## src/design/pea_pkg.sv

```systemverilog
// Shared types and constants for the page extent allocator.
// No dependencies; every other design file imports this package.
package pea_pkg;

  localparam int MAX_EXTENTS = 64;
  localparam int PAGE_W      = 36;
  localparam int COUNT_W     = 31;
  localparam int IDX_W       = $clog2(MAX_EXTENTS);
  localparam int CNT_W       = $clog2(MAX_EXTENTS + 1);
  localparam int SUM_W       = PAGE_W + IDX_W;
  localparam int ALU_W       = SUM_W + 2;
  localparam int MRG_W       = PAGE_W + 2;

  localparam logic [PAGE_W-1:0] PAGE_MAX = '1;

  localparam logic CFG_POOL_BASE  = 1'b0;
  localparam logic CFG_POOL_PAGES = 1'b1;

  typedef enum logic [2:0] {
    STS_OK     = 3'd0,
    STS_NOFIT  = 3'd1,
    STS_DOUBLE = 3'd2,
    STS_ZERO   = 3'd3,
    STS_FULL   = 3'd4
  } status_e;

  typedef enum logic {
    ALU_ADD = 1'b0,
    ALU_SUB = 1'b1
  } alu_op_e;

  typedef struct packed {
    alu_op_e           op;
    logic [ALU_W-1:0]  a;
    logic [ALU_W-1:0]  b;
  } alu_req_t;

  typedef struct packed {
    logic [PAGE_W-1:0] start;
    logic [PAGE_W-1:0] len;
  } entry_t;

endpackage

```

## src/design/pea_alu.sv

```systemverilog
// Shared adder/subtractor used by the allocator sequencer steps that add or subtract.
// Depends on pea_pkg for the request type and datapath width.
module pea_alu (
  input  pea_pkg::alu_req_t          req_i,
  output logic [pea_pkg::ALU_W-1:0]  y_o,
  output logic                       borrow_o
);
  import pea_pkg::*;

  logic [ALU_W:0] res;

  always_comb begin
    case (req_i.op)
      ALU_ADD: res = {1'b0, req_i.a} + {1'b0, req_i.b};
      ALU_SUB: res = {1'b0, req_i.a} - {1'b0, req_i.b};
      default: res = '0;
    endcase
  end

  assign y_o      = res[ALU_W-1:0];
  assign borrow_o = res[ALU_W];

endmodule

```

## config.mk

```make
export PLATFORM = sky130hd
export DESIGN_NAME = pea_alu
export DESIGN_NICKNAME = d
export VERILOG_FILES = /design/src/design/pea_pkg.sv /design/src/design/pea_alu.sv
export SDC_FILE = /design/constraint.sdc
export NUM_CORES = 1
export LEC_CHECK = 0
export BUFFER_PORTS_ARGS = -buffer_cell sky130_fd_sc_hd__buf_2
export CAP_MARGIN = 15
export CORE_MARGIN = 3
export CORE_UTILIZATION = 45
export DETAILED_ROUTE_END_ITERATION = 12
export GPL_ROUTABILITY_DRIVEN = 0
export GPL_TIMING_DRIVEN = 0
export PLACE_DENSITY_LB_ADDON = 0.1
export SLEW_MARGIN = 20
export SYNTH_ARGS = -nofsm -noshare
export SYNTH_HDL_FRONTEND = slang
export SYNTH_SLANG_ARGS = --single-unit
```

## constraint.sdc

```tcl
create_clock -name vclk -period 11
set_clock_uncertainty 0.15 [all_clocks]
set_input_delay 0.55 -clock vclk [all_inputs]
set_output_delay 0.55 -clock vclk [all_outputs]
set_load 0.01 [all_outputs]
```

# [After elaboration in Yosys (flattened, before gate mapping)]
# Index checks and enable logic that the tools add are counted.
[classes] bitwise=1 n_addsub=2 n_mux=1
[ops] op="45-bit case mux with 2 select lines" count=1
[ops] op="44-bit by 44-bit adder with 45-bit output" count=1
[ops] op="44-bit by 44-bit subtractor with 45-bit output" count=1
[ops] op="1-bit NOT" count=1
[totals] in_bits=89 register_bits=0 out_inout_bits=45 word_cells=4

# [Longest topological paths before layout]
# Gate-level depths: netlist of the first run.
[logic_depth] depth_word=2 mapped_depth=20

# [Worst setup path before layout of the first run]
# Ideal clock, no wire load.
[synth_timing] kind="input port to output port" startpoint="in req_i[6] in the netlist's numbering" endpoint="out borrow_o" path_slack_ps=5978 cell_stages=16 arrival_ps=4322 path_cell_list="or4_4 -> nor4b_4 -> nand3_2 -> or3_4 -> nor2_4 -> a31oi_1 -> xnor2_1 -> ha_1 -> clkbuf_1 -> a21o_1 -> a21o_1 -> a21oi_1 -> a21oi_1 -> or4_1 -> o22ai_1 -> xor2_1"
[synth_via] elab_chain_cells=2 word_cells_on_any_way=3 classes_between="add/sub (2); mux (1)"
[synth_lines] element="start, declared" line_no="pea_alu.sv:4" source="input pea_pkg::alu_req_t req_i,"
[synth_lines] element="44-bit by 44-bit subtractor with 45-bit output or 44-bit by 44-bit adder with 45-bit output (tied branches)" line_no="pea_alu.sv:15, pea_alu.sv:14"
[synth_lines] element="45-bit case mux with 2 select lines *" line_no="pea_alu.sv:13" source="case (req_i.op)"
[synth_lines] element="end, declared" line_no="pea_alu.sv:6" source="output logic borrow_o"
# Every way passes the cells marked *; elsewhere a longest branch is shown, timed or not.

# [Worst setup path after layout of the first run]
[layout_timing] startpoint="in req_i[6] in the netlist's numbering" endpoint="out y_o[41] in the netlist's numbering"
[layout_via] elab_chain_cells=2 word_cells_on_any_way=3 classes_between="add/sub (2); mux (1)"
[layout_lines] element="44-bit by 44-bit subtractor with 45-bit output or 44-bit by 44-bit adder with 45-bit output (tied branches)" line_no="pea_alu.sv:15, pea_alu.sv:14"
[layout_lines] element="45-bit case mux with 2 select lines *" line_no="pea_alu.sv:13"
[layout_lines] element="end, declared" line_no="pea_alu.sv:5" source="output logic [pea_pkg::ALU_W-1:0] y_o,"
# Marks and branches as above.

==> flow_metrics.env, run 1 <==
export IMPL_hold_class="primary input to primary output"
export IMPL_first_global_vias=3929
export IMPL_pwr_density_cell_nw_per_um2=87.1
export IMPL_ys_seq_area_frac=0
export IMPL_cts_setup_buffers=0
export IMPL_fillerInstances=772
export IMPL_drive_gt1_frac=0.235
export IMPL_drt_total_wl_um=11200
export IMPL_row_count=31
export IMPL_wl_per_cell_um=15.0
export IMPL_holdPathStages=5
export IMPL_syn_avg_cell_area_um2=6.86
export IMPL_finalNetCount=785
export IMPL_initial_utilization=0.474
export IMPL_hold_viol_final=0
export IMPL_tns_ns=0
export IMPL_postCtsHoldBufs=0
export IMPL_worstPathMaxFanout=7
export IMPL_final_area_um2=4320
export IMPL_worstMarginPinSlew_ns=0.659
export IMPL_fin_cells=747
export IMPL_critPathLaunchType="primary input"
export IMPL_antenna_found_initial=1
export IMPL_seq_cells=0
export IMPL_setup_viol=0
export IMPL_outcome="completed"
export IMPL_grt_usage=0.241
export IMPL_postRouteAntennaNets=0
export IMPL_hold_ws_ns=1.36
export IMPL_cp_cell_sequence="buf_2, or4_4, nor4_2, and3_1, nand2b_1, nor2_1, a21oi_1, xnor2_1, ha_1, clkbuf_1, a21o_1, a21oi_1, o311ai_0, a31oi_1, nor2b_1, o32ai_1, o21ai_0, xor2_1, buf_2"
export IMPL_first_pass_iters=5
export IMPL_fmax_mhz=170
export IMPL_power_leakage_nw=2.00
export IMPL_setup_slack_ns=5.11
export IMPL_critPathLaunch="req_i[6]"
export IMPL_syn_inst=515
export IMPL_gr_total_overflow=0
export IMPL_synth_cell_type_count=64
export IMPL_via_per_inst=5.75
export IMPL_layout_common_cells="buf_2, nor2_1, xnor2_1, a21oi_1, ha_1"
export IMPL_period_share=0.535
export IMPL_vdd_drop_max_uv=48.7
export IMPL_hp_start="req_i[44]"
export IMPL_worstHoldEndpoint="y_o[0]"
export IMPL_dieArea_um2=8950
export IMPL_io_buffer_count=133
export IMPL_synth_nets=650
export IMPL_critPathArrivalTime_ns=5.19
export IMPL_die_w_um=94.6
export IMPL_drv_cap=0
export IMPL_fin_crit_ns=5.89
export IMPL_antenna_cells=0
export IMPL_num_vias=4296
export IMPL_synth_area_leaders="ha_1, xnor2_1, a21oi_1, nor2_1, a21o_1"
export IMPL_synth_top_area_share=0.159
export IMPL_placed_cell_area_um2=4320
export IMPL_pin_count=134
export IMPL_post_place_ws_ns=5.16
export IMPL_cp_end_kind="primary output"
export IMPL_grt_pass1_wl_um=17900
export IMPL_area_delta_synth_final_pct=22.4
export IMPL_drv_slew=0
export IMPL_dp_hpwl_um=9680
export IMPL_cpMaxStageDelayCell="or4_4"
export IMPL_core_area_um2=7450
export IMPL_final_util=0.580
export IMPL_yosys_warnings=0
export IMPL_grt_max_degree=11
export IMPL_rsz0062_at_grt="no"
export IMPL_drcViolationCount=0
export IMPL_total_power_uw=376
export IMPL_synth_cell_area_um2=3530
export IMPL_final_seq_area_um2=0
export IMPL_critPathRequiredTime_ns=10.30
export IMPL_synth_top_area_cell="ha_1"
export IMPL_slowest_delay_ns=0.58
export IMPL_final_clkbuf_count=0
export IMPL_placedCellCount=747
export IMPL_cts_resized=0
export IMPL_drt_initial_drc_count=197
export IMPL_slew_headroom=0.560
export IMPL_criticalPathCategory="primary input to primary output"
export IMPL_die_y_um=94.6
export IMPL_layout_cells_most_common="buf_2"
-- worst max-delay path by stage --
stage | slack [ns] | endpoint | cells after the start
global placement | 5.11 | y_o[41] | 19
detailed placement | 5.16 | y_o[41] | 19
finish | 5.11 | y_o[41] | 19
global route | 4.70 | y_o[41] | 19
floorplan | 5.98 | borrow_o | 16
CTS | 5.13 | y_o[41] | 19
-- area by class of cell --
| cell class | count | area (um^2) | share of cell area |
|---|---|---|---|
| multi-input combinational | 481 | 3400 | 0.786 |
| timing repair buffer | 133 | 666 | 0.154 |
| tap | 99 | 124 | 0.0287 |
| buffer | 16 | 67.6 | 0.0156 |
| inverter | 18 | 67.6 | 0.0156 |
-- routing by layer --
metal,part of all wire,GRT usage
met3,0.075,0.0175
met2,0.45,0.404
met4,0.0080,0.0216
met1,0.47,0.349
met5,0.00062,0
-- critical path, delay by kind of cell --
| kind | cells | cell delay [ns] |
|---|---|---|
| fa+ha+maj | 1 | 0.27 |
| simple gates | 6 | 1.89 |
| buf+inv | 3 | 0.44 |
| xor+xnor | 2 | 0.40 |
| compound gates | 7 | 1.62 |
-- synthesized netlist by cell type, drive strengths merged, types with 3 or more instances --
master / number
nor2: 66
xnor2: 64
a21oi: 63
ha: 45
nand2: 30
a21o: 23
o21ai: 22
inv: 18
xor2: 18
clkbuf: 13
a31oi: 12
nand2b: 12
nand4: 10
nor2b: 10
nor3: 10
nor4: 10
nand3: 9
and3: 8
o21bai: 7
o21a: 6
o211ai: 4
or4: 4
a2111oi: 3
a211oi: 3
a41oi: 3
and2: 3
buf: 3
nor3b: 3
nor4b: 3
or3: 3
-- report_power, final --
part | total, mW | switching [mW] | internal [mW]
Combinational | 0.376 | 0.214 | 0.163
Sequential | 0 | 0 | 0
Clock | 0 | 0 | 0
Total | 0.376 | 0.214 | 0.163
-- kinds of logic after synthesis --
logic type / share of synthesized area
and+or+nand+nor: 0.278
AOI/OAI and AO/OA: 0.307
xor gates and xnor gates: 0.203
adders and majority gates: 0.165
buffers and inverters: 0.0383
muxes: 0.00886
(Power assumes the default switching activity.)
==> run 2: changes to the inputs <==
clock period = 5.6 ns   (was 11 ns; I/O delays follow)
==> run 2 against run 1 <==
Wire length is essentially flat. Core utilization grew 0.22 points. Total power grew 97%. Cell area grew 0.38%. Cell count is the same. Critical path depth shrank 1. Via count shrank 0.58%. Combinational power grew 97%. Setup slack lost 4.7 ns. Critical path type unchanged. Critical endpoint is now borrow_o. Largest power group unchanged.
==> flow_metrics.env, run 2 (synthesized netlist as in run 1, its figures left out) <==
export IMPL_outcome="completed"
export IMPL_via_per_inst=5.72
export IMPL_final_area_um2=4340
export IMPL_antenna_found_initial=1
export IMPL_critPathRequiredTime_ns=5.17
export IMPL_cp_end_kind="primary output"
export IMPL_die_w_um=94.6
export IMPL_core_area_um2=7450
export IMPL_drv_slew=0
export IMPL_pin_count=134
export IMPL_vdd_drop_max_uv=95.6
export IMPL_finalNetCount=785
export IMPL_initial_utilization=0.474
export IMPL_dieArea_um2=8950
export IMPL_power_leakage_nw=2.00
export IMPL_slew_headroom=0.563
export IMPL_hold_class="primary input to primary output"
export IMPL_worstPathMaxFanout=8
export IMPL_worstMarginPinSlew_ns=0.654
export IMPL_drv_cap=0
export IMPL_setup_viol=0
export IMPL_pwr_density_cell_nw_per_um2=171
export IMPL_hp_start="req_i[44]"
export IMPL_total_power_uw=740
export IMPL_post_place_ws_ns=0.297
export IMPL_area_delta_synth_final_pct=22.8
export IMPL_placed_cell_area_um2=4320
export IMPL_seq_cells=0
export IMPL_criticalPathCategory="primary input to primary output"
export IMPL_hold_viol_final=0
export IMPL_antenna_cells=0
export IMPL_wl_per_cell_um=15.0
export IMPL_first_global_vias=3929
export IMPL_cts_setup_buffers=0
export IMPL_row_count=31
export IMPL_critPathArrivalTime_ns=4.76
export IMPL_worstHoldEndpoint="y_o[0]"
export IMPL_io_buffer_count=133
export IMPL_drive_gt1_frac=0.238
export IMPL_drt_total_wl_um=11200
export IMPL_dp_hpwl_um=9680
export IMPL_fin_crit_ns=5.19
export IMPL_grt_max_degree=11
export IMPL_holdPathStages=5
export IMPL_final_util=0.582
export IMPL_period_share=0.927
export IMPL_critPathLaunchType="primary input"
export IMPL_drcViolationCount=0
export IMPL_grt_pass1_wl_um=17900
export IMPL_rsz0062_at_grt="no"
export IMPL_grt_usage=0.241
export IMPL_final_seq_area_um2=0
export IMPL_layout_common_cells="buf_2, xnor2_1, nor2_1, a21oi_1, ha_1"
export IMPL_setup_slack_ns=0.407
export IMPL_drt_initial_drc_count=193
export IMPL_num_vias=4271
export IMPL_postRouteAntennaNets=0
export IMPL_first_pass_iters=5
export IMPL_tns_ns=0
export IMPL_die_y_um=94.6
export IMPL_gr_total_overflow=0
export IMPL_final_clkbuf_count=0
export IMPL_layout_cells_most_common="buf_2"
export IMPL_fmax_mhz=193
export IMPL_critPathLaunch="req_i[4]"
## run 2: worst max-delay path by stage
stage	slack, ns	end	cells past startpoint
after global routing	0.09	y_o[41]	19
after detailed placement	0.30	y_o[41]	19
after CTS	0.27	y_o[41]	19
after floorplan	1.12	borrow_o	16
after global placement	0.25	y_o[41]	19
final	0.41	borrow_o	18
## run 2: routing by layer
layer  global-route usage  share of wire  vias to the layer above
met5                    0        0.00062                        -
met4               0.0216         0.0091                        2
met3               0.0175          0.070                       12
met2                0.404           0.45                      157
met1                0.349           0.47                     1946
li1                     -              -                     2154
## run 2: timing repair
item | 4_1_cts | 5_1_grt
hold buffers | 0 | 0
endpoints found under the setup margin | 0 | 1
resized for setup | 0 | 3
## run 2: critical path, cell delays in order
cell and delay, ns:
buf_2 0.13, or4_4 0.57, nor4b_4 0.43, nand3_2 0.18, or3_4 0.45, nor2_4 0.15
a31oi_1 0.11, xnor2_1 0.20, ha_1 0.26, clkbuf_1 0.20, a21o_1 0.22, a21o_1 0.17
a21oi_1 0.24, a21oi_1 0.12, or4_1 0.48, o22ai_1 0.18, xor2_1 0.21, buf_2 0.16
## run 2: power breakdown
part           internal, mW  switching (mW)  total, mW
registers                 0               0          0
logic                 0.320           0.420      0.740
clock network             0               0          0
total                 0.320           0.420      0.740
## run 2: area by class of cell
cell class                 instances  area [um^2]
fill                             771         3110
buffer                            16         67.6
tap                               99          124
timing repair buffer             133          666
inverter                          18         67.6
multi-input combinational        481         3410
## run 2: stage by stage
stage	std cells	hold slack (ns)
2_1_floorplan	515	0.568
3_3_place_gp	747	0.805
3_5_place_dp	747	0.818
4_1_cts	747	0.821
5_1_grt	747	0.845
6_report	747	0.817
